### src/hdl/hpdt_ram.sv
// generic single write port ram with registered read
`default_nettype none

module hpdt_ram #(
    parameter int WIDTH = 32,
    parameter int DEPTH = 128
) (
    input  wire logic                     i_clk,
    input  wire logic                     i_we,
    input  wire logic [$clog2(DEPTH)-1:0] i_waddr,
    input  wire logic [WIDTH-1:0]         i_wdata,
    input  wire logic                     i_re,
    input  wire logic [$clog2(DEPTH)-1:0] i_raddr,
    output logic [WIDTH-1:0]              o_rdata
);

    logic [WIDTH-1:0] r_mem [DEPTH];
    logic [WIDTH-1:0] r_rdata;

    always_ff @(posedge i_clk) begin
        if (i_we) begin
            r_mem[i_waddr] <= i_wdata;
        end
        if (i_re) begin
            r_rdata <= r_mem[i_raddr];
        end
    end

    assign o_rdata = r_rdata;

endmodule

`default_nettype wire

### config.mk
export PLATFORM = sky130hd
export DESIGN_NAME = hpdt_ram
export DESIGN_NICKNAME = d
export VERILOG_FILES = /design/src/hdl/hpdt_ram.sv
export SDC_FILE = /design/constraint.sdc
export NUM_CORES = 2
export LEC_CHECK = 0
export BUFFER_PORTS_ARGS = -buffer_cell sky130_fd_sc_hd__buf_2
export CAP_MARGIN = 5
export CORE_MARGIN = 2
export CORE_UTILIZATION = 30
export CTS_CLUSTER_DIAMETER = 40
export DETAILED_ROUTE_END_ITERATION = 8
export SYNTH_ARGS = -nofsm -noshare
export SYNTH_HDL_FRONTEND = slang
export SYNTH_SLANG_ARGS = --single-unit
### constraint.sdc
create_clock -name i_clk -period 3.68 [get_ports i_clk]
set_input_delay 0 -clock i_clk [delete_from_list [all_inputs] [get_ports i_clk]]
set_output_delay 0 -clock i_clk [all_outputs]
set_load 0.02 [all_outputs]
==> out/metrics.csv <==
metric;value;unit
fin_nets;6726;
drcViolationCount;0;
place_area;0.1703;mm2
fp.dieH;726.5;um
holdPathEnd;r_mem[124][0];
place.gp.congestion;0.8064;
hpwl;253100;um
r2r_setup_slack;0.44;ns
power.density;568.1;mW/mm2
synth_warnings;0;
synth_top_area_share;79.16;%
wl_per_cell;31.38;um
grt_use_total;16.34;%
drt_iter0_drc;10730;
rows;265;
fin_crit_sh;88.12;%
finalHoldViolCount;0;
grt_overflow_total;0;
cts_tree;yes;
hold_class;in -> reg;
yosysSeqAreaShare;79.16;%
crit_path_start;r_mem[121][31];
min_path_cells;2;
dieWidth;726.5;um
hp-start;i_wdata[0];
synth_area_leaders;edfxtp_1 79%, mux4_2 19%, clkbuf_1 0.44%;
post_cts_resized;0;
crit_path_end_kind;flip-flop;
grt_pass1_vias;73250;
worst_pin_slew;1.356;ns
vias;72880;
synth_seq_cells;4128;
cp-start-kind;flip-flop;
cp.required;4.41;ns
pin_count;81;
grt_max_degree;129;
cts_buffers;484;
drt_pass1_iterations;6;
clock_sinks;4128;
cts_root_buf;clkbuf_16;
critical_path_arrival;3.97;ns
ys_types;16;
cts_buffer_depth;4;
r2r-start;r_mem[121][31];
synth_area_leader_cell;edfxtp_1;
dr_wl_met3;40670;um
post_cts_buffers;0;
fin_hold_ws;0.07277;ns
status;completed;
worstReg2RegEnd;o_rdata[31];
slew_viol_final;0;
drive_gt1_share;38.75;%
antenna_found_initial;78;
finalWirelength;442400;um
period_needed;3.243;ns
synth_area;0.1566;mm2
mostFrequentLayoutCells;4,128 x edfxtp_1, 1,344 x mux4_2, 489 x clkbuf_16;
design_area;0.1876;mm2
start_util;30.10;%
worst-r2r-cell-count;5;
portBuffers;80;
cts.htree.levels;5;
core-area;0.5202;mm2
wl_met2;216200;um
wl_met1;171500;um
vdd_drop_max;412.4;uV
highest-signal-layer;met5;
drtAntennaViolNets;0;
critPathKind;reg -> reg;
p_leak;0.05698;uW
clkLatencyLatePin;0.99;ns
area_growth;19.78;%
final_common_cell;edfxtp_1;
grt_pass1_wl;604800;um
max_freq;0.3084;GHz
die_area;0.5278;mm2
syn_avg_cell_area;26.14;um2
path_clk_slew;0.06;ns
fin_setup_tns;0;ns
maxCapViolCount;0;
postSynthCellCount;5990;
syn_nets;6039;
drt-vias-per-instance;5.170;
relSlewSlack;9.597;%
clock_skew;0.08242;ns
setup_viol;0;
crit_fanout;1;
rsz0062_at_grt;no;
==> timing repair <==
action | in CTS | in global routing
hold endpoints to repair | 4295 | 0
hold buffers | 48 | 0
setup endpoints to repair | 0 | 0
==> cells in the mapped netlist <==
cell / n
edfxtp_1: 4128
or3_1: 1
mux4_2: 1344
buf_6: 2
mux2_2: 32
buf_4: 3
nor2_1: 122
nand2_1: 14
nand3_1: 12
clkbuf_1: 182
nand4_1: 3
nand2b_1: 2
buf_2: 79
nor2b_1: 7
buf_1: 50
nor3_1: 9
==> state kept, by name (all words and copies together) (netlist names) <==
name     cells
o_rdata     32
r_mem     4096
==> worst max-delay path by stage <==
stage | end | depth (start not counted)
after floorplan | r_mem[98][0] | 3
after global placement | o_rdata[3] | 7
after detailed placement | o_rdata[3] | 7
after CTS | o_rdata[31] | 5
after global routing | o_rdata[31] | 5
final | o_rdata[31] | 5
==> power breakdown <==
group / internal, uW / switching (uW) / total [uW]
clock: 29200 / 19800 / 49000
combinational: 2030 / 3320 / 5350
sequential: 52000 / 202 / 52200
==> metal layers <==
layer | track usage (%) | vias to the layer above
met4 | 5.053 | 28
met1 | 21.80 | 40410
met5 | 0 | -
met3 | 3.429 | 613
met2 | 26.86 | 3807
li1 | - | 28020
==> stage by stage <==
step           total power, uW  utilization (%)  setup WS, ns  instances
4_1_cts                 107300            36.03        0.5039      14040
5_1_grt                 109200            36.04        0.4342      14070
3_3_place_gp             58410            32.73        0.1974      13090
2_1_floorplan            55570                -        0.4413       5990
6_report                106500            36.05        0.4371      14100
3_5_place_dp             58520            32.73        0.2179      13090
==> logic make-up (layout without fill, tap and decap cells) <==
family,count (synthesis),after routing,share of synthesized area [%]
flip-flops,4128,4128,79.16
multiplexers,1376,1376,19.56
buffers and inverters,316,1421,0.8373
AND/OR/NAND/NOR,170,170,0.4450
other,0,60,0
==> area by class of cell <==
| type | instances | area (um2) |
|---|---|---|
| sequential | 4128 | 124000 |
| antenna | 60 | 150.1 |
| clock buffer | 545 | 12450 |
| tap | 6942 | 8686 |
| clock inverter | 359 | 4203 |
| fill | 46420 | 332700 |
| multi-input combinational | 1546 | 32290 |
| timing repair buffer | 517 | 5827 |
==> worst max-delay path: stages, from the launching register on <==
cell	delay [ns]
edfxtp_1	0.42
mux4_2	0.46
mux4_2	0.61
mux4_2	0.62
mux2_2	0.30
dlygate4sd3_1	0.57
Note: power is estimated with default switching activity, not from simulation.
