`src/hdl/hpdt_pkg.sv`:
```
// shared constants, codes and structs of the hpack dynamic table
`default_nettype none

package hpdt_pkg;

    localparam int MAX_TABLE_BYTES = 4096;
    localparam int SLOT_COUNT      = 128;
    localparam int PTR_W           = $clog2(SLOT_COUNT);
    localparam int CNT_W           = $clog2(SLOT_COUNT + 1);
    localparam int BYTES_W         = $clog2(MAX_TABLE_BYTES + 1);
    localparam int SLOT_W          = 32;
    localparam int ALU_W           = 17;

    typedef enum logic [1:0] {
        FUNC_ADD    = 2'd0,
        FUNC_LOOKUP = 2'd1,
        FUNC_RESIZE = 2'd2,
        FUNC_NONE   = 2'd3
    } t_func;

    typedef enum logic [1:0] {
        ST_OK           = 2'd0,
        ST_BAD_INDEX    = 2'd1,
        ST_BAD_CAPACITY = 2'd2,
        ST_TOO_LARGE    = 2'd3
    } t_status;

    typedef struct packed {
        logic [1:0]  func;
        logic [15:0] entry_handle;
        logic [15:0] entry_size;
        logic [7:0]  lookup_index;
        logic [15:0] new_capacity;
    } t_cmd;

    typedef struct packed {
        logic [1:0]  status;
        logic [15:0] found_handle;
        logic [15:0] found_size;
        logic [7:0]  evicted_count;
        logic [7:0]  entry_count;
        logic [12:0] table_bytes;
    } t_result;

    typedef struct packed {
        logic             sub;
        logic [ALU_W-1:0] a;
        logic [ALU_W-1:0] b;
    } t_alu_req;

    typedef struct packed {
        logic [ALU_W-1:0] res;
        logic             carry;
    } t_alu_rsp;

    typedef struct packed {
        logic              we;
        logic [PTR_W-1:0]  waddr;
        logic [SLOT_W-1:0] wdata;
        logic              re;
        logic [PTR_W-1:0]  raddr;
    } t_ram_req;

endpackage

`default_nettype wire

```
`src/hdl/hpdt_alu.sv`:
```
// shared add / subtract unit with carry (borrow on subtract)
`default_nettype none

module hpdt_alu (
    input  wire hpdt_pkg::t_alu_req i_req,
    output hpdt_pkg::t_alu_rsp      o_rsp
);

    logic [hpdt_pkg::ALU_W:0] w_sum;

    always_comb begin
        if (i_req.sub) begin
            w_sum = {1'b0, i_req.a} - {1'b0, i_req.b};
        end else begin
            w_sum = {1'b0, i_req.a} + {1'b0, i_req.b};
        end
        o_rsp.res   = w_sum[hpdt_pkg::ALU_W-1:0];
        o_rsp.carry = w_sum[hpdt_pkg::ALU_W];
    end

endmodule

`default_nettype wire

```
`config.mk`:
```
export PLATFORM = sky130hd
export DESIGN_NAME = hpdt_alu
export DESIGN_NICKNAME = d
export VERILOG_FILES = /design/src/hdl/hpdt_pkg.sv /design/src/hdl/hpdt_alu.sv
export SDC_FILE = /design/constraint.sdc
export NUM_CORES = 1
export LEC_CHECK = 0
export ABC_AREA = 1
export BUFFER_PORTS_ARGS = -buffer_cell sky130_fd_sc_hd__buf_2
export CAP_MARGIN = 0
export CORE_ASPECT_RATIO = 0.9
export CORE_MARGIN = 4
export CORE_UTILIZATION = 40
export DETAILED_ROUTE_END_ITERATION = 7
export GPL_ROUTABILITY_DRIVEN = 0
export PLACE_DENSITY = 0.64
export SYNTH_ARGS = -nofsm -noshare
export SYNTH_HDL_FRONTEND = slang
export SYNTH_SLANG_ARGS = --single-unit
```
`constraint.sdc`:
```
create_clock -name vclk -period 5.95
set_input_delay 0.8925 -clock vclk [all_inputs]
set_output_delay 0.8925 -clock vclk [all_outputs]
set_load 0.01 [all_outputs]
```
==> results.cfg, run 1 <==
[global_route]
busiest_layer = met2
grtUsageMet3_pct = 1.101
antenna_found_initial = 0
track_usage_pct = 16.43
grt_first_pass_wirelength_mm = 6.423
use_met1_pct = 24.39
gr-total-overflow = 0
met2_usage_pct = 26.99
grt_max_degree = 12
grt_pass1_vias = 1575

[pwr]
p_int_w = 0.00009440
clock_power_share_pct = 0
power.leakage_nw = 1.031
ir_drop_mv = 0.03849
p_sw_w = 0.0001450
comb_power_share_pct = 100.0
p_seq_share_pct = 0
power_density_nw_per_um2 = 139.6
swShare_pct = 60.56
power_w = 0.0002394

[die]
initial_core_util_pct = 41.37
core_sq_um = 3378
fp.dieH_um = 64.08
die-area_sq_um = 4505
die_w_um = 70.31
fp-row-count = 20
io-pin-count = 53

[cts]
hold_buffers = 0
cts_resized = 0
post_cts_buffers = 0

[worst_setup_path]
required_ns = 5.06
cp-startpoint = i_req[1]
cp-end-kind = primary output
crit_path_start_kind = input port
crit_type = in2out
worstPathArrival_ns = 2.98
critPathCapture = o_rsp[0]
crit_fanout = 6

[synth]
syn-instance-count = 270
syn_area_per_cell_sq_um = 5.176
synth_seq_area_share_pct = 0
synth_area_sq_um = 1398
synth_cell_type_count = 20
yosys_warnings = 0
syn-num-nets = 324

[sta]
max-slew-margin-rel_pct = 66.09
grt_setup_unrepaired = no
tightestPinTransition_ns = 0.5033
max_freq_ghz = 0.2580
fin_crit_sh_pct = 65.15
final_hold_viol_count = 0
fin_tns_setup_ns = 0
maxSlewViolCount = 0
post-route-min-period_ns = 3.876
final-setup-viol-count = 0

[placement]
port_buffers = 53
dp_cells = 366
dpl.hpwl_mm = 3.439

[detailed_routing]
drt_iter0_drc = 78
ant_nets = 0
detail_route.vias_per_cell = 4.754
drc = 0
wl_mm = 3.774
dr.pass1.iters = 4
vias = 1740
wl_per_cell_um = 10.31

[layout]
area_growth_pct = 22.65
design.seq.count = 0
final_cells = 366
nClkBuffers = 0
num-nets-final = 378
drive_gt1_share_pct = 19.25
final-seq-area_sq_um = 0
fillers = 394
antenna_cells = 0

[outcome]
status = finished clean

[hold_path]
min_path_type = in2out

[job]
cap_violations = 0
layout make-up:
type               count  area [sq um]  area share, %
inverters             41         153.9          8.978
repair buffers        53         265.3          15.47
multi-input cells    228          1240          72.34
well taps             44         55.05          3.212
worst max-delay path: stages:
cell and delay (ns):
buf_2 0.10, inv_1 0.08, ha_1 0.19, nand4_1 0.11, nand2_1 0.13, nand2_1 0.10, nor2_2 0.10, xor2_1 0.07
ha_1 0.40, nand2_1 0.13, o21ai_0 0.27, a21oi_1 0.12, nand2_1 0.09, nand2_1 0.05, nand2_1 0.04, buf_2 0.12
synth_stat cells:
| library cell | instances | share of area (%) |
|---|---|---|
| nor2_4 | 1 | 0.81 |
| o21ai_0 | 10 | 3.6 |
| and2_1 | 2 | 0.90 |
| xnor2_1 | 6 | 3.8 |
| inv_1 | 40 | 11 |
| ha_1 | 18 | 16 |
| a21oi_1 | 17 | 6.1 |
| nor3_1 | 2 | 0.72 |
| nand4_1 | 1 | 0.45 |
| clkbuf_1 | 1 | 0.27 |
| o21ai_1 | 1 | 0.36 |
| nand2_1 | 89 | 24 |
| nand3_2 | 1 | 0.72 |
| xor2_1 | 16 | 10 |
| nand2_2 | 2 | 0.90 |
| fa_1 | 1 | 1.4 |
| inv_2 | 1 | 0.27 |
| nor2_1 | 36 | 9.7 |
| nor2_2 | 4 | 1.8 |
| nand3_1 | 21 | 7.5 |
cell families (layout without fill, tap and decap cells):
family,Yosys count,after routing,share of synthesized area [%]
buffers and inverters,42,94,11.28
AND/OR/NAND/NOR,159,159,47.36
AO/OA/AOI/OAI,28,28,10.03
XOR/XNOR,22,22,13.79
adder cells (fa/ha/maj),19,19,17.55
layout by cell type (no fill, tap or decap):
master    n
nand2_2   2
nor2_1   36
and2_1    2
nand2_1  89
xor2_1   16
ha_1     18
xnor2_1   6
o21ai_0  10
o21ai_1   1
fa_1      1
a21oi_1  17
inv_2     1
nand3_2   1
nor3_1    2
nor2_2    4
inv_1    40
nand4_1   1
nor2_4    1
buf_2    53
nand3_1  21
power groups by stage:
stage               Combinational [W]  Sequential (W)  Clock (W)
floorplan                    0.000163               0          0
global placement             0.000238               0          0
detailed placement           0.000239               0          0
CTS                          0.000240               0          0
global route                 0.000270               0          0
finish                       0.000239               0          0
worst min path at each step:
stage,startpoint,endpoint,cells past startpoint,slack [ns]
2_1_floorplan,i_req[0],o_rsp[1],2,1.94
3_3_place_gp,i_req[0],o_rsp[1],4,2.15
3_5_place_dp,i_req[0],o_rsp[1],4,2.16
4_1_cts,i_req[0],o_rsp[1],4,2.16
5_1_grt,i_req[0],o_rsp[1],4,2.18
6_report,i_req[0],o_rsp[1],4,2.15
stage by stage:
stage	area [sq um]	worst slack [ns]	util, %	hold WS [ns]
5_1_grt	1714	1.796	50.74	2.176
3_5_place_dp	1714	2.089	50.74	2.163
3_3_place_gp	1714	2.095	50.74	2.146
4_1_cts	1714	2.089	50.74	2.163
6_report	1714	2.074	50.74	2.155
2_1_floorplan	1398	2.496	-	1.943
metal layers:
| metal | share of wire, % | wire length, um |
|---|---|---|
| met1 | 51 | 1923 |
| met2 | 43 | 1630 |
| met3 | 5.4 | 204 |
| met4 | 0.40 | 15 |
| met5 | 0 | 0 |
Power figures use the tool's default switching activity.
==> run 2, diff against run 1 <==
ABC_AREA = 0   (was 1)
PLACE_DENSITY = 0.66   (was 0.64)
clock period = 3.6 ns   (was 5.95 ns; I/O delays follow)
==> run 2 against run 1 <==
Against the previous run:
- critical endpoint is now o_rsp[16]
- wire length grew 16%
- the run now ends with negative setup slack left
- hold slack lost 0.70 ns
- sequential share of layout area unchanged
- first-iteration DRC count up 40%
- core utilization is 22 points higher
==> results.cfg, run 2 <==
[synth]
synth.area.mux_share_pct = 0.8097
synthDominantCellAreaShare_pct = 18.22
synthTopCellsByArea = ha_1 (18%), xnor2_1 (17%), nor2_1 (7.6%)
synth_fa_ha_area_share_pct = 19.84
synth_top_family_by_area = compound AO/OA/AOI/OAI gates
yosys_warnings = 0
yosys.area.top_type = ha_1
synth-simple-area-share_pct = 22.98
synth_area_sq_um = 1236
syn_area_per_cell_sq_um = 6.984
synth_seq_area_share_pct = 0
synthTopCellsByCount = nor2_1 (25), xnor2_1 (24), ha_1 (18)
yosysMostFrequentCell = nor2_1
synth_cell_type_count = 41
synth_compound_area_share_pct = 30.97
syn-num-nets = 231
syn-instance-count = 177
synth-xor-area-share_pct = 21.26

[worst_setup_path]
cp-startpoint = i_req[0]
crit_path_start_kind = input port
slowest_stage = or4_4
cp-end-kind = primary output
worstPathArrival_ns = 3.29
crit_chain = buf_8 -> inv_4 -> ha_4 -> nand2b_4 -> or4_4 -> buf_6 -> nor3_4 -> nor2_1 -> xnor2_1 -> ha_2 -> a21oi_2 -> o211ai_1 -> o21a_1 -> a31o_1 -> a21oi_2 -> xnor2_1 -> buf_2
crit_path_max_incr_delay_ns = 0.45
required_ns = 3.06
crit_type = in2out
crit_fanout = 3

[sta]
max_freq_ghz = 0.2611
max-slew-margin-rel_pct = 67.91
setup_ws_ns = -0.2304
fin_crit_sh_pct = 106.4
final-setup-viol-count = 9
post-route-min-period_ns = 3.830
maxSlewViolCount = 0
final_hold_viol_count = 0
hold_slack_ns = 1.455
grt_setup_unrepaired = yes
tightestPinTransition_ns = 0.4776
fin_tns_setup_ns = -1.308

[layout]
design.seq.count = 0
mostFrequentLayoutCell = buf_2
antenna_cells = 0
num-nets-final = 331
area_growth_pct = 69.33
nClkBuffers = 0
final_cells = 315
final-seq-area_sq_um = 0
layout_common_cells = buf_2 (51), buf_4 (47), nor2_1 (23), xnor2_1 (23), ha_1 (14)
drive_gt1_share_pct = 51.27

[job]
cap_violations = 0

[detailed_routing]
drc = 0
wl_per_cell_um = 13.90
wl_mm = 4.380
detail_route.vias_per_cell = 5.352
drt_iter0_drc = 109
dr.pass1.iters = 4
vias = 1686
ant_nets = 0

[pwr]
p_seq_share_pct = 0
power_density_nw_per_um2 = 266.0
power_w = 0.0005568
p_sw_w = 0.0002762
p_int_w = 0.0002806
power.leakage_nw = 1.004
comb_power_share_pct = 100.0
swShare_pct = 49.61
clock_power_share_pct = 0
ir_drop_mv = 0.1196

[hold_path]
min_path_type = in2out
worstHoldStart = i_req[18]

[global_route]
gr-total-overflow = 0
grt_max_degree = 18
grt_pass1_vias = 1528
grt_first_pass_wirelength_mm = 6.699
track_usage_pct = 20.82
antenna_found_initial = 0

[die]
die-area_sq_um = 4045
fp.dieH_um = 60.74
core_sq_um = 2860
initial_core_util_pct = 43.22
io-pin-count = 53
die_w_um = 66.60
fp-row-count = 18

[outcome]
status = finished, violations left
violations = negative setup slack

[placement]
port_buffers = 53
dpl.hpwl_mm = 3.191
dp_slack_ns = -0.2890
dp_cells = 304

[cts]
hold_buffers = 0
==> run 2: power groups by stage <==
stage                     Clock, W  Sequential (W)  Combinational (W)
after floorplan                  0               0           0.000278
after global routing             0               0           0.000604
final                            0               0           0.000557
after global placement           0               0           0.000474
after CTS                        0               0           0.000517
after detailed placement         0               0           0.000477
==> run 2: path summary, 6_finish.rpt <==
check	end	slack, ns	cells past startpoint
max	o_rsp[16]	-0.23	17
min	o_rsp[2]	1.46	3
==> run 2: final cells by class <==
class / count / area (sq um)
fill: 233 / 767.0
inverter: 9 / 38.79
multi-input combinational: 164 / 1348
tap: 40 / 50.05
timing repair buffer: 102 / 656.9
==> run 2: cell families (layout without fill, tap and decap cells) <==
| group | Yosys count | count (layout) |
|---|---|---|
| AO/OA/AOI/OAI | 57 | 57 |
| AND/OR/NAND/NOR | 57 | 57 |
| XOR/XNOR | 30 | 30 |
| adder cells (fa/ha/maj) | 19 | 19 |
| buffers and inverters | 13 | 111 |
| multiplexers | 1 | 1 |
==> run 2: layer usage <==
layer	track usage (%)	wire, um	vias to the layer above	part of all wire (%)
met5	0	0	-	0
met4	2.899	99	0	2.3
met3	1.481	246	11	5.6
met2	37.43	2090	75	48
met1	28.05	1944	759	44
li1	-	-	841	-
==> run 2: worst max-delay path: cells and delay by family <==
family / cells / cell delay, ns
buffers and inverters: 4 / 0.44
AOI/OAI and AO/OA: 5 / 0.75
and+or+nand+nor: 4 / 0.74
xor gates and xnor gates: 2 / 0.34
adders and majority gates: 2 / 0.47
==> run 2: timing repair <==
item / 4_1_cts / 5_1_grt
pin swaps: 22 / 14
endpoints found under the setup margin: 9 / 11
resized for setup: 28 / 16
setup buffers: 5 / 6
==> run 2: per-stage QoR <==
| stage | utilization [%] | area [sq um] |
|---|---|---|
| after floorplan | - | 1236 |
| after global placement | 63.60 | 1819 |
| after detailed placement | 63.60 | 1819 |
| after CTS | 69.25 | 1981 |
| after global routing | 73.18 | 2093 |
| final | 73.18 | 2093 |
==> run 3, diff against run 2 <==
CORE_ASPECT_RATIO = 0.5   (was 0.9)
RECOVER_POWER = 50   (was default)
==> run 3 against run 2 <==
Against the previous run:
- the flow still finishes with violations (negative setup slack)
- worst setup slack got worse by 0.0041 ns
- die area rose by 1.3%
- largest cell class unchanged
- highest routed layer unchanged
- global-route usage decreased by 0.90 points
- critical path depth fell by 1
- final area rose by 7.8%
- final cell count fell by 1.3%
- first-iteration DRC count shrank 39%
- hold slack gained 0.020 ns
==> results.cfg, run 3 (synthesis gave the netlist of run 2 again) <==
[detailed_routing]
wl_met3_um = 181
drt_iter0_drc = 67
dr.pass1.iters = 4
vias = 1658
dr_wl_met2_mm = 2.325
ant_nets = 0
highest_layer = met4
drc = 0
wl_per_cell_um = 14.43
detail_route.vias_per_cell = 5.331
wl_met1_mm = 1.959
wl_mm = 4.488

[sta]
max_freq_ghz = 0.2608
maxSlewViolCount = 0
final-setup-viol-count = 6
setup_ws_ns = -0.2346
fin_tns_setup_ns = -0.9918
final_hold_viol_count = 0
grt_setup_unrepaired = yes
max-slew-margin-rel_pct = 74.08
hold_slack_ns = 1.475
tightestPinTransition_ns = 0.3848
post-route-min-period_ns = 3.835
fin_crit_sh_pct = 106.5

[worst_setup_path]
crit_fanout = 6
crit_type = in2out
required_ns = 3.06
cp-end-kind = primary output
crit_path_start_kind = input port
worstPathArrival_ns = 3.29

[pwr]
power.leakage_nw = 1.045
power_w = 0.0006149
power_density_nw_per_um2 = 272.6
ir_drop_mv = 0.2001

[placement]
dp_cells = 299
placed_area_sq_um = 1800
port_buffers = 53
dpl.hpwl_mm = 3.297

[die]
initial_core_util_pct = 44.71
io-pin-count = 53
core_sq_um = 2765
fp-row-count = 13
die_w_um = 86.62
fp.dieH_um = 47.31
die-area_sq_um = 4098

[outcome]
status = finished, violations left
violations = negative setup slack

[layout]
antenna_cells = 0
final_cells = 311
drive_gt1_share_pct = 54.01
fillers = 189
area_growth_pct = 82.49
mostFrequentLayoutCell = buf_2
num-nets-final = 330
layout_common_cells = buf_2 (48), buf_4 (38), nor2_1 (22)
final-seq-area_sq_um = 0
design.seq.count = 0
nClkBuffers = 0
stdcell_area_sq_um = 2256

[global_route]
grt_first_pass_wirelength_mm = 6.637
gr-total-overflow = 0
antenna_found_initial = 0
grt_pass1_vias = 1552
track_usage_pct = 19.92
grt_max_degree = 18

[job]
cap_violations = 0

[hold_path]
min_path_type = in2out
## run 3: cell count changes in the layout (fill, tap and decap cells not counted), sizes merged
cell | previous run | this run
clkbuf | 0 | 3
buf | 102 | 98
## run 3: path summary, 6_finish.rpt
kind	from	end	depth (start not counted)
max	i_req[0]	o_rsp[16]	16
min	i_req[18]	o_rsp[2]	3
## run 3: layer usage
metal	up-vias	track usage (%)
met5	-	0
met4	0	1.553
met3	2	0.7005
met2	41	39.21
met1	776	25.94
li1	839	-
## run 3: repair_timing
action                                  4_1_cts  5_1_grt
endpoints found under the setup margin       10       11
hold buffers                                  0        0
pin swaps                                    36       42
setup buffers                                 5        8
gates resized for setup                      39       36
## run 3: critical path, stage by stage
cell	delay, ns
buf_8	0.10
inv_4	0.05
ha_4	0.14
nand2b_4	0.05
or4_4	0.44
nor3_4	0.25
a21oi_2	0.11
xnor2_2	0.17
ha_4	0.31
nand4_1	0.25
buf_4	0.24
nor2_4	0.10
a31o_1	0.17
a21oi_2	0.06
xnor2_1	0.16
buf_2	0.16
## run 3: through the flow
| stage | util [%] | setup WS (ns) |
|---|---|---|
| floorplan | - | 0.1095 |
| global placement | 65.11 | -0.2585 |
| detailed placement | 65.11 | -0.3291 |
| CTS | 72.58 | -0.2246 |
| global route | 81.58 | -0.3712 |
| finish | 81.58 | -0.2346 |
## run 3: area by class of cell
type               instances  area (sq um)  share of cell area, %
multi-input cells        164          1495                  66.28
repair buffers           101         675.6                  29.95
inverters                  9         38.79                  1.719
well taps                 37         46.29                  2.052
## run 3: power by group
group,internal (W),switching [W]
sequential,0,0
combinational,0.000312,0.000303
clock,0,0
