[config.mk]
export PLATFORM = sky130hd
export DESIGN_NAME = hpdt_seq
export DESIGN_NICKNAME = d
export VERILOG_FILES = /design/src/hdl/hpdt_pkg.sv /design/src/hdl/hpdt_seq.sv
export SDC_FILE = /design/constraint.sdc
export NUM_CORES = 1
export LEC_CHECK = 0
export BUFFER_PORTS_ARGS = -buffer_cell sky130_fd_sc_hd__buf_2
export CAP_MARGIN = 20
export CORE_MARGIN = 3
export CORE_UTILIZATION = 44
export CTS_CLUSTER_DIAMETER = 100
export DETAILED_ROUTE_END_ITERATION = 7
export PLACE_DENSITY = 0.82
export SLEW_MARGIN = 20
export SYNTH_ARGS = -nofsm -noshare
export SYNTH_HDL_FRONTEND = slang
export SYNTH_SLANG_ARGS = --single-unit
export TNS_END_PERCENT = 5
[constraint.sdc]
create_clock -name i_clk -period 3.3 [get_ports i_clk]
set_input_delay 0.495 -clock i_clk [delete_from_list [all_inputs] [get_ports i_clk]]
set_output_delay 0.495 -clock i_clk [all_outputs]
set_load 0.05 [all_outputs]
[src/hdl/hpdt_pkg.sv]
// shared constants, codes and structs of the hpack dynamic table
`default_nettype none

package hpdt_pkg;

    localparam int MAX_TABLE_BYTES = 4096;
    localparam int SLOT_COUNT      = 128;
    localparam int PTR_W           = $clog2(SLOT_COUNT);
    localparam int CNT_W           = $clog2(SLOT_COUNT + 1);
    localparam int BYTES_W         = $clog2(MAX_TABLE_BYTES + 1);
    localparam int SLOT_W          = 32;
    localparam int ALU_W           = 17;

    typedef enum logic [1:0] {
        FUNC_ADD    = 2'd0,
        FUNC_LOOKUP = 2'd1,
        FUNC_RESIZE = 2'd2,
        FUNC_NONE   = 2'd3
    } t_func;

    typedef enum logic [1:0] {
        ST_OK           = 2'd0,
        ST_BAD_INDEX    = 2'd1,
        ST_BAD_CAPACITY = 2'd2,
        ST_TOO_LARGE    = 2'd3
    } t_status;

    typedef struct packed {
        logic [1:0]  func;
        logic [15:0] entry_handle;
        logic [15:0] entry_size;
        logic [7:0]  lookup_index;
        logic [15:0] new_capacity;
    } t_cmd;

    typedef struct packed {
        logic [1:0]  status;
        logic [15:0] found_handle;
        logic [15:0] found_size;
        logic [7:0]  evicted_count;
        logic [7:0]  entry_count;
        logic [12:0] table_bytes;
    } t_result;

    typedef struct packed {
        logic             sub;
        logic [ALU_W-1:0] a;
        logic [ALU_W-1:0] b;
    } t_alu_req;

    typedef struct packed {
        logic [ALU_W-1:0] res;
        logic             carry;
    } t_alu_rsp;

    typedef struct packed {
        logic              we;
        logic [PTR_W-1:0]  waddr;
        logic [SLOT_W-1:0] wdata;
        logic              re;
        logic [PTR_W-1:0]  raddr;
    } t_ram_req;

endpackage

`default_nettype wire

[src/hdl/hpdt_seq.sv]
// sequencer and table state: ring pointers, entry count, byte total, capacity
`default_nettype none

module hpdt_seq (
    input  wire logic                            i_clk,
    input  wire logic                            i_rst_n,
    input  wire logic                            i_start,
    input  wire hpdt_pkg::t_cmd                  i_cmd,
    input  wire logic                            i_out_free,
    output logic                                 o_idle,
    output logic                                 o_done,
    output hpdt_pkg::t_result                    o_result,
    output hpdt_pkg::t_alu_req                   o_alu_req,
    input  wire hpdt_pkg::t_alu_rsp              i_alu_rsp,
    output hpdt_pkg::t_ram_req                   o_ram_req,
    input  wire logic [hpdt_pkg::SLOT_W-1:0]     i_ram_rdata
);

    typedef enum logic [7:0] {
        S_IDLE  = 8'b0000_0001,
        S_CHECK = 8'b0000_0010,
        S_ROOM  = 8'b0000_0100,
        S_EVAL  = 8'b0000_1000,
        S_DROP  = 8'b0001_0000,
        S_GROW  = 8'b0010_0000,
        S_LOOK  = 8'b0100_0000,
        S_DONE  = 8'b1000_0000
    } t_state;

    t_state                          r_state, n_state;
    hpdt_pkg::t_cmd                  r_cmd, n_cmd;
    logic [hpdt_pkg::PTR_W-1:0]      r_newest, n_newest;
    logic [hpdt_pkg::PTR_W-1:0]      r_oldest, n_oldest;
    logic [hpdt_pkg::CNT_W-1:0]      r_count, n_count;
    logic [hpdt_pkg::BYTES_W-1:0]    r_used, n_used;
    logic [hpdt_pkg::BYTES_W-1:0]    r_cap, n_cap;
    logic [hpdt_pkg::BYTES_W-1:0]    r_acc, n_acc;
    logic [hpdt_pkg::CNT_W-1:0]      r_evicted, n_evicted;
    logic [1:0]                      r_status, n_status;
    logic [15:0]                     r_found_handle, n_found_handle;
    logic [15:0]                     r_found_size, n_found_size;
    logic                            w_need;

    always_comb begin
        n_state        = r_state;
        n_cmd          = r_cmd;
        n_newest       = r_newest;
        n_oldest       = r_oldest;
        n_count        = r_count;
        n_used         = r_used;
        n_cap          = r_cap;
        n_acc          = r_acc;
        n_evicted      = r_evicted;
        n_status       = r_status;
        n_found_handle = r_found_handle;
        n_found_size   = r_found_size;
        o_alu_req      = '0;
        o_ram_req      = '0;
        o_done         = 1'b0;
        w_need         = 1'b0;

        unique case (r_state)
            S_IDLE: begin
                if (i_start) begin
                    n_cmd          = i_cmd;
                    n_evicted      = '0;
                    n_status       = hpdt_pkg::ST_OK;
                    n_found_handle = '0;
                    n_found_size   = '0;
                    n_state        = S_CHECK;
                end
            end
            S_CHECK: begin
                o_alu_req.sub = 1'b1;
                unique case (r_cmd.func)
                    hpdt_pkg::FUNC_ADD: begin
                        o_alu_req.a = hpdt_pkg::ALU_W'(r_cap);
                        o_alu_req.b = hpdt_pkg::ALU_W'(r_cmd.entry_size);
                        if (i_alu_rsp.carry) begin
                            // entry larger than the capacity empties the table
                            n_evicted = r_count;
                            n_newest  = '0;
                            n_oldest  = '0;
                            n_count   = '0;
                            n_used    = '0;
                            n_status  = hpdt_pkg::ST_TOO_LARGE;
                            n_state   = S_DONE;
                        end else begin
                            n_state = S_ROOM;
                        end
                    end
                    hpdt_pkg::FUNC_LOOKUP: begin
                        o_alu_req.a = hpdt_pkg::ALU_W'(r_count);
                        o_alu_req.b = hpdt_pkg::ALU_W'(r_cmd.lookup_index);
                        if (i_alu_rsp.carry || r_cmd.lookup_index == '0) begin
                            n_status = hpdt_pkg::ST_BAD_INDEX;
                            n_state  = S_DONE;
                        end else begin
                            o_ram_req.re    = 1'b1;
                            o_ram_req.raddr = r_newest
                                              - hpdt_pkg::PTR_W'(r_cmd.lookup_index);
                            n_state         = S_LOOK;
                        end
                    end
                    hpdt_pkg::FUNC_RESIZE: begin
                        o_alu_req.a = hpdt_pkg::ALU_W'(hpdt_pkg::MAX_TABLE_BYTES);
                        o_alu_req.b = hpdt_pkg::ALU_W'(r_cmd.new_capacity);
                        if (i_alu_rsp.carry) begin
                            n_status = hpdt_pkg::ST_BAD_CAPACITY;
                            n_state  = S_DONE;
                        end else if (hpdt_pkg::BYTES_W'(r_cmd.new_capacity) == r_cap) begin
                            n_state = S_DONE;
                        end else begin
                            n_cap = hpdt_pkg::BYTES_W'(r_cmd.new_capacity);
                            if (r_cmd.new_capacity == '0) begin
                                n_evicted = r_count;
                                n_newest  = '0;
                                n_oldest  = '0;
                                n_count   = '0;
                                n_used    = '0;
                                n_state   = S_DONE;
                            end else begin
                                n_state = S_ROOM;
                            end
                        end
                    end
                    hpdt_pkg::FUNC_NONE: begin
                        n_state = S_DONE;
                    end
                    default: begin
                        n_state = S_DONE;
                    end
                endcase
            end
            S_ROOM: begin
                // free room: capacity minus bytes in use
                o_alu_req.sub = 1'b1;
                o_alu_req.a   = hpdt_pkg::ALU_W'(r_cap);
                o_alu_req.b   = hpdt_pkg::ALU_W'(r_used);
                if (r_cmd.func == hpdt_pkg::FUNC_RESIZE) begin
                    if (r_count != '0 && i_alu_rsp.carry) begin
                        o_ram_req.re    = 1'b1;
                        o_ram_req.raddr = r_oldest;
                        n_state         = S_DROP;
                    end else begin
                        n_state = S_DONE;
                    end
                end else begin
                    n_acc   = i_alu_rsp.res[hpdt_pkg::BYTES_W-1:0];
                    n_state = S_EVAL;
                end
            end
            S_EVAL: begin
                o_alu_req.sub = 1'b1;
                o_alu_req.a   = hpdt_pkg::ALU_W'(r_acc);
                o_alu_req.b   = hpdt_pkg::ALU_W'(r_cmd.entry_size);
                w_need = (r_count != '0) && (i_alu_rsp.carry
                         || r_count == hpdt_pkg::CNT_W'(hpdt_pkg::SLOT_COUNT));
                if (w_need) begin
                    o_ram_req.re    = 1'b1;
                    o_ram_req.raddr = r_oldest;
                    n_state         = S_DROP;
                end else begin
                    o_ram_req.we    = 1'b1;
                    o_ram_req.waddr = r_newest;
                    o_ram_req.wdata = {r_cmd.entry_handle, r_cmd.entry_size};
                    n_newest        = r_newest + 1'b1;
                    n_count         = r_count + 1'b1;
                    n_state         = S_GROW;
                end
            end
            S_DROP: begin
                // oldest entry's size has arrived from the ring
                o_alu_req.sub = 1'b1;
                o_alu_req.a   = hpdt_pkg::ALU_W'(r_used);
                o_alu_req.b   = hpdt_pkg::ALU_W'(i_ram_rdata[15:0]);
                n_used    = i_alu_rsp.carry ? '0 : i_alu_rsp.res[hpdt_pkg::BYTES_W-1:0];
                n_oldest  = r_oldest + 1'b1;
                n_count   = r_count - 1'b1;
                n_evicted = r_evicted + 1'b1;
                n_state   = S_ROOM;
            end
            S_GROW: begin
                o_alu_req.sub = 1'b0;
                o_alu_req.a   = hpdt_pkg::ALU_W'(r_used);
                o_alu_req.b   = hpdt_pkg::ALU_W'(r_cmd.entry_size);
                n_used  = i_alu_rsp.res[hpdt_pkg::BYTES_W-1:0];
                n_state = S_DONE;
            end
            S_LOOK: begin
                n_found_handle = i_ram_rdata[31:16];
                n_found_size   = i_ram_rdata[15:0];
                n_state        = S_DONE;
            end
            S_DONE: begin
                if (i_out_free) begin
                    o_done  = 1'b1;
                    n_state = S_IDLE;
                end
            end
            default: begin
                n_state = S_IDLE;
            end
        endcase
    end

    always_ff @(posedge i_clk) begin
        if (!i_rst_n) begin
            r_state  <= S_IDLE;
            r_newest <= '0;
            r_oldest <= '0;
            r_count  <= '0;
            r_used   <= '0;
            r_cap    <= hpdt_pkg::BYTES_W'(hpdt_pkg::MAX_TABLE_BYTES);
        end else begin
            r_state  <= n_state;
            r_newest <= n_newest;
            r_oldest <= n_oldest;
            r_count  <= n_count;
            r_used   <= n_used;
            r_cap    <= n_cap;
        end
    end

    always_ff @(posedge i_clk) begin
        r_cmd          <= n_cmd;
        r_acc          <= n_acc;
        r_evicted      <= n_evicted;
        r_status       <= n_status;
        r_found_handle <= n_found_handle;
        r_found_size   <= n_found_size;
    end

    assign o_idle                 = (r_state == S_IDLE);
    assign o_result.status        = r_status;
    assign o_result.found_handle  = r_found_handle;
    assign o_result.found_size    = r_found_size;
    assign o_result.evicted_count = 8'(r_evicted);
    assign o_result.entry_count   = 8'(r_count);
    assign o_result.table_bytes   = 13'(r_used);

    a_count_bound: assert property (@(posedge i_clk) disable iff (!i_rst_n)
        r_count <= hpdt_pkg::CNT_W'(hpdt_pkg::SLOT_COUNT))
        else $error("entry count beyond ring depth");

    a_ring_span: assert property (@(posedge i_clk) disable iff (!i_rst_n)
        hpdt_pkg::PTR_W'(r_oldest + hpdt_pkg::PTR_W'(r_count)) == r_newest)
        else $error("ring pointers disagree with entry count");

    a_empty_no_bytes: assert property (@(posedge i_clk) disable iff (!i_rst_n)
        r_count == '0 |-> r_used == '0)
        else $error("empty table still holds bytes");

    a_fits_when_idle: assert property (@(posedge i_clk) disable iff (!i_rst_n)
        r_state == S_IDLE |-> r_used <= r_cap)
        else $error("byte total above capacity between operations");

endmodule

`default_nettype wire

==> results of run 1 <==
stage by stage:
stage                     worst slack, ps  hold slack [ps]  utilization [%]
after floorplan                      17.2              461                -
after global placement                368              484             54.3
after detailed placement              323              502             54.3
after CTS                            5.20              228             57.6
after global routing                -34.7              221             58.0
final                                37.9              241             58.0
repair_timing:
item | 4_1_cts | 5_1_grt
setup buffers | 0 | 2
endpoints found under the setup margin | 25 | 66
resized for setup | 5 | 17
pin swaps | 0 | 1
cells in the mapped netlist, types with 16 or more instances:
cell	number	area, um^2
edfxtp_1	113	3390
dfxtp_1	56	1120
nand2_1	54	203
nor2_1	49	184
and3_1	41	257
and2_1	34	213
clkbuf_1	33	124
o21ai_0	29	145
inv_1	28	105
a22o_1	26	228
xnor2_1	24	210
nand3_1	20	100
a21oi_1	18	90.1
a221o_1	16	160
cells by family after synthesis:
kind of cell,after synthesis,synth area share (%)
muxes,14,1.74
xor gates and xnor gates,31,3.35
AOI/OAI and AO/OA,158,14.9
and+or+nand+nor,258,16.9
other,1,0.0463
buffers and inverters,78,4.49
adders and majority gates,17,2.81
DFF,169,55.7
cell type report:
type	instances	area, um^2
Sequential cell	169	4510
Inverter	31	125
Timing Repair Buffer	272	1460
Multi-Input combinational cell	483	3300
Fill cell	1488	7410
Clock buffer	23	510
Clock inverter	9	60.1
Tap cell	225	282
power by group:
part	switching [mW]	internal (mW)
Combinational	0.372	0.146
Sequential	0.0757	2.39
Clock	0.824	1.09
Total	1.27	3.63
flip-flops by register name, indices dropped and copies added (netlist names):
register / flops
r_cmd: 58
r_found_handle: 16
r_found_size: 16
r_acc: 13
r_cap: 13
r_used: 13
r_count: 8
r_evicted: 8
r_state: 8
r_newest: 7
r_oldest: 7
r_status: 2
placed cells by master, fill, tap and decap left out, types with 8 or more instances in the layout:
cell type	n
buf_2	244
edfxtp_1	113
dfxtp_1	56
nand2_1	54
nor2_1	48
and3_1	41
and2_1	34
o21ai_0	28
inv_1	27
a22o_1	26
xnor2_1	24
buf_4	24
nand3_1	19
clkbuf_16	19
a21oi_1	18
a221o_1	16
ha_1	15
a222oi_1	13
mux2i_1	13
nand2b_1	9
nor3_1	8
a22oi_1	8
nor4_1	8
o31ai_1	8
path summary, 6_finish.rpt:
path,start,endpoint
min reg2reg,r_oldest[1]$_SDFFE_PN0P_,r_oldest[1]$_SDFFE_PN0P_
max,r_count[3]$_SDFFE_PN0P_,o_ram_req[7]
max reg2reg,r_state[1]$_SDFFE_PN0P_,r_count[7]$_SDFFE_PN0P_
min,i_cmd[31],r_cmd[31]$_DFFE_PP_
layer usage:
layer  share of wire [%]  track usage (%)  wire (um)
met5               0.053                0         13
met4                 2.6             8.94        640
met3                 9.3             6.17       2290
met2                  47             38.3      11600
met1                  41             32.2      10100
==> flow_summary.json, run 1 <==
{
  "outcome": "complete, no violations",
  "final_nets": 1103,
  "grt_pass1_wl_mm": 37.3,
  "synth_flop_cell": "edfxtp_1",
  "finalPower_mw": 4.90,
  "track_usage_pct": 24.2,
  "cts_buffers": 17,
  "ant_nets": 0,
  "slowest_delay_ps": 600,
  "syn_inst": 726,
  "min_path_cells": 1,
  "reg2reg_depth": 9,
  "first_pass_iters": 5,
  "hp-class": "in -> reg",
  "postPlaceCellArea_mm2": 0.00958,
  "ys_seq_area_share_pct": 55.7,
  "ys_async_sr_fraction_pct": 0,
  "cp_data_arrival_time_ps": 2770,
  "n_antenna_cell": 0,
  "synth_edf_count": 113,
  "final_cells": 1212,
  "io_pins": 260,
  "crit_required_ps": 2800,
  "finalSetupTns_ps": 0,
  "crit_cells": 7,
  "hold_viol": 0,
  "p_leak_nw": 4.55,
  "antenna_found_initial": 1,
  "syn_area_mm2": 0.00810,
  "critPathBufInv": 2,
  "ys_warn_count": 0,
  "die_h_um": 142,
  "tightest_slew_ps": 806,
  "vias_per_cell": 5.76,
  "fin_worst_skew_ps": 14.4,
  "die_w_um": 142,
  "crit_chain": "or4_4 > or4_4 > nor2_4 > nor3_2 > buf_4 > or2_2 > buf_2",
  "cts.sinks": 169,
  "routed-via-count": 6983,
  "clk_pin_slew_ps": 70,
  "routed_wl_mm": 24.7,
  "drive_gt1_share_pct": 33.1,
  "place.port_buffers": 250,
  "startpoint_type": "flop",
  "critPathCaptureType": "primary output",
  "synth_seq_cells": 169,
  "drtIter0Drc": 728,
  "fin_crit_sh_pct": 98.9,
  "ir_drop_v": 0.000380,
  "crit_fanout": 8,
  "core_area_mm2": 0.0177,
  "setup-violations-final": 0,
  "clockBufferDepth": 2,
  "wire_per_inst_um": 20.4,
  "cts_tree": "built",
  "relSlewSlack_pct": 45.8,
  "p_per_area_mw_per_mm2": 478,
  "reg2reg_slack_ps": 440,
  "worstSetupPathType": "reg -> out",
  "overflow": 0,
  "clock_latency_ps": 430,
  "min_period_ps": 3260,
  "dpl.cell_count": 1178,
  "cts-htree-levels": 4,
  "dpl.hpwl_mm": 18.0,
  "avgSynthCellArea_um2": 11.2,
  "grt_pass1_vias": 6710,
  "die_area_mm2": 0.0201,
  "maxCapViolCount": 0,
  "drc_errors": 0,
  "grt_max_degree": 59,
  "final_cell_area_mm2": 0.0102,
  "gp_congestion": 0.873,
  "crit_path_frequent_cell": "or4_4",
  "finalMaxSlewViolations": 0,
  "max_freq_ghz": 0.307,
  "rows": 48,
  "crit_family": "simple AND/OR/NAND/NOR gates",
  "rsz0062_at_grt": "true",
  "crit_slowest_cell": "or4_4",
  "synth_cell_types": 70,
  "ctsHoldBuffers": 0,
  "root_buffer": "clkbuf_16",
  "area_growth_pct": 26.4,
  "start_util_pct": 45.9
}
(Power assumes the default switching activity.)
==> run 2: changes to the inputs <==
Settings changed: ABC_AREA set to 1, GPL_TIMING_DRIVEN set to 0.
==> run 2 against run 1 <==
Design area grew 7.9%; clock-buffer cell count fell by 6; total power is 7.4% higher; clock power is 2% higher; critical endpoint is now o_ram_req[29]; area after synthesis increased by 7.7%; utilization is 0.11 points lower; flip-flop and latch count unchanged; sequential power up 2%.
==> flow_summary.json, run 2 <==
{
  "finalSetupTns_ps": 0,
  "rsz0062_at_grt": "true",
  "wire_per_inst_um": 17.8,
  "fillerInstances": 1685,
  "syn_inst": 1025,
  "critPathCaptureType": "primary output",
  "yosysMostFrequentCell": "nand2_1",
  "layout_common_cells": "buf_2, nand2_1, inv_1, nor2_1, edfxtp_1",
  "routed_wl_mm": 28.0,
  "root_buffer": "clkbuf_16",
  "place.port_buffers": 249,
  "clockBufferDepth": 2,
  "ys_top_cells_by_count": "nand2_1, inv_1, nor2_1",
  "synth_cell_types": 50,
  "post-cts-setup-buffers": 0,
  "reg_top3": "r_cmd x58, r_found_handle x16, r_found_size x16",
  "outcome": "complete, no violations",
  "die_w_um": 147,
  "grt_max_degree": 27,
  "first_pass_iters": 7,
  "cts_buffers": 17,
  "p_leak_nw": 5.23,
  "crit_required_ps": 2800,
  "regArea_mm2": 0.00451,
  "grt_pass1_vias": 7702,
  "layout_commonest_cell": "buf_2",
  "drtIter0Drc": 975,
  "final_cell_area_mm2": 0.0110,
  "worstSetupPathType": "reg -> out",
  "drc_errors": 0,
  "top_register": "r_cmd",
  "postPlaceCellArea_mm2": 0.0104,
  "cp_data_arrival_time_ps": 2690,
  "track_usage_pct": 25.4,
  "slowest_delay_ps": 370,
  "max_freq_ghz": 0.314,
  "io_pins": 260,
  "maxCapViolCount": 0,
  "hold_viol": 0,
  "ys_async_sr_fraction_pct": 0,
  "syn_area_mm2": 0.00873,
  "synth_flop_cell": "edfxtp_1",
  "area_growth_pct": 26.6,
  "relSlewSlack_pct": 46.8,
  "multi_input_area_mm2": 0.00337,
  "core_area_mm2": 0.0191,
  "routed-via-count": 8228,
  "avgSynthCellArea_um2": 8.51,
  "overflow": 0,
  "vias_per_cell": 5.22,
  "p_per_area_mw_per_mm2": 476,
  "tightest_slew_ps": 794,
  "synth_seq_cells": 169,
  "post-route-util_pct": 57.9,
  "drive_gt1_share_pct": 26.6,
  "setup-violations-final": 0,
  "final_nets": 1429,
  "fin_crit_sh_pct": 96.7,
  "rr_startpoint": "r_state[6]$_SDFFE_PN0P_",
  "clock_latency_ps": 440,
  "cts-htree-levels": 4,
  "crit_chain": "inv_2 > nand2_1 > nor2_1 > nand3_1 > nand2_2 > inv_2 > nor2_1 > inv_2 > clkbuf_1 > nor2_1 > buf_2",
  "synth_edf_count": 113,
  "hold_start": "i_cmd[47]",
  "ys_top_cells_by_area": "edfxtp_1, dfxtp_1, nand2_1",
  "dpl.hpwl_mm": 21.8,
  "antenna_found_initial": 3,
  "min_period_ps": 3190,
  "ys_seq_area_share_pct": 51.7,
  "holdWs_ps": 232,
  "hp-class": "in -> reg",
  "startpoint_type": "flop",
  "ys_warn_count": 0,
  "fin_worst_skew_ps": 10.4,
  "die_area_mm2": 0.0216,
  "synth_top_cell_area_share_pct": 38.9,
  "finalMaxSlewViolations": 0,
  "gp_congestion": 0.943,
  "grt_pass1_wl_mm": 42.5,
  "die_h_um": 147,
  "rows": 50,
  "cts.sinks": 169,
  "clk_pin_slew_ps": 70,
  "ir_drop_v": 0.000396,
  "yosys.area.top_type": "edfxtp_1",
  "cts_tree": "built",
  "crit_fanout": 10,
  "crit_slowest_cell": "dfxtp_1",
  "start_util_pct": 45.7,
  "largest_reg_flops": 58,
  "ant_nets": 0,
  "startpoint": "r_count[0]$_SDFFE_PN0P_"
}
-- run 2: changes by cell type after synthesis, sizes merged, moves of 16 or more --
cell,before,now
a22o,27,1
a221o,16,0
a21oi,18,43
nand2,54,207
clkbuf,36,17
nand3,20,60
and2,34,0
inv,30,184
nor2,50,153
and3,42,14
-- run 2: worst paths after layout --
| kind | endpoint | slack [ps] | cells past startpoint |
|---|---|---|---|
| worst min register to register | r_oldest[6]$_SDFFE_PN0P_ | 480 | 2 |
| worst max-delay path | o_ram_req[29] | 110 | 11 |
| worst max register to register | r_count[7]$_SDFFE_PN0P_ | 460 | 17 |
| worst min-delay path | r_cmd[47]$_DFFE_PP_ | 230 | 1 |
-- run 2: where the power goes --
group | switching (mW) | internal, mW
clock | 0.952 | 1.01
sequential | 0.0711 | 2.43
combinational | 0.595 | 0.203
total | 1.62 | 3.64
-- run 2: final cells by class --
cell class | count | share of cell area [%]
sequential | 169 | 40.9
multi-input combinational | 639 | 30.5
timing repair buffer | 252 | 12.2
inverter | 184 | 6.25
clock buffer | 17 | 3.85
tap | 260 | 2.94
buffer | 37 | 1.88
clock inverter | 15 | 1.44
antenna | 3 | 0.0680
-- run 2: metrics by stage --
| step | std cells | setup WS, ps | power [mW] |
|---|---|---|---|
| after detailed placement | 1541 | 461 | 3.34 |
| after global routing | 1576 | -29.7 | 5.44 |
| final | 1576 | 110 | 5.26 |
| after CTS | 1573 | 90.1 | 5.27 |
| after global placement | 1538 | -633 | 3.29 |
| after floorplan | 1029 | -199 | 3.06 |
-- run 2: kinds of logic (layout without fill, tap and decap cells) --
| family | count (synthesis) | after routing | share of synthesized area (%) |
|---|---|---|---|
| AOI/OAI and AO/OA | 137 | 137 | 10.2 |
| adders and majority gates | 17 | 17 | 2.61 |
| buffers and inverters | 221 | 505 | 10.2 |
| other | 1 | 8 | 0.0430 |
| and+or+nand+nor | 461 | 461 | 23.3 |
| DFF | 169 | 169 | 51.7 |
| xor gates and xnor gates | 19 | 19 | 1.91 |
-- run 2: timing repair --
item                                   CTS  global route
gates resized for setup                  0            21
endpoints found under the hold margin    0             0
hold buffers                             0             0
setup endpoints to repair                0            34
-- run 2: critical path: cells and delay by family (launching register included) --
family / cells / cell delay, ps
buffers and inverters: 5 / 930
flip-flops: 1 / 370
AND/OR/NAND/NOR: 6 / 940
-- run 2: metal layers --
metal	global-route usage, %	share of wire, %
met5	0	0
met4	12.7	4.7
met3	5.46	10
met2	40.1	45
met1	33.1	40
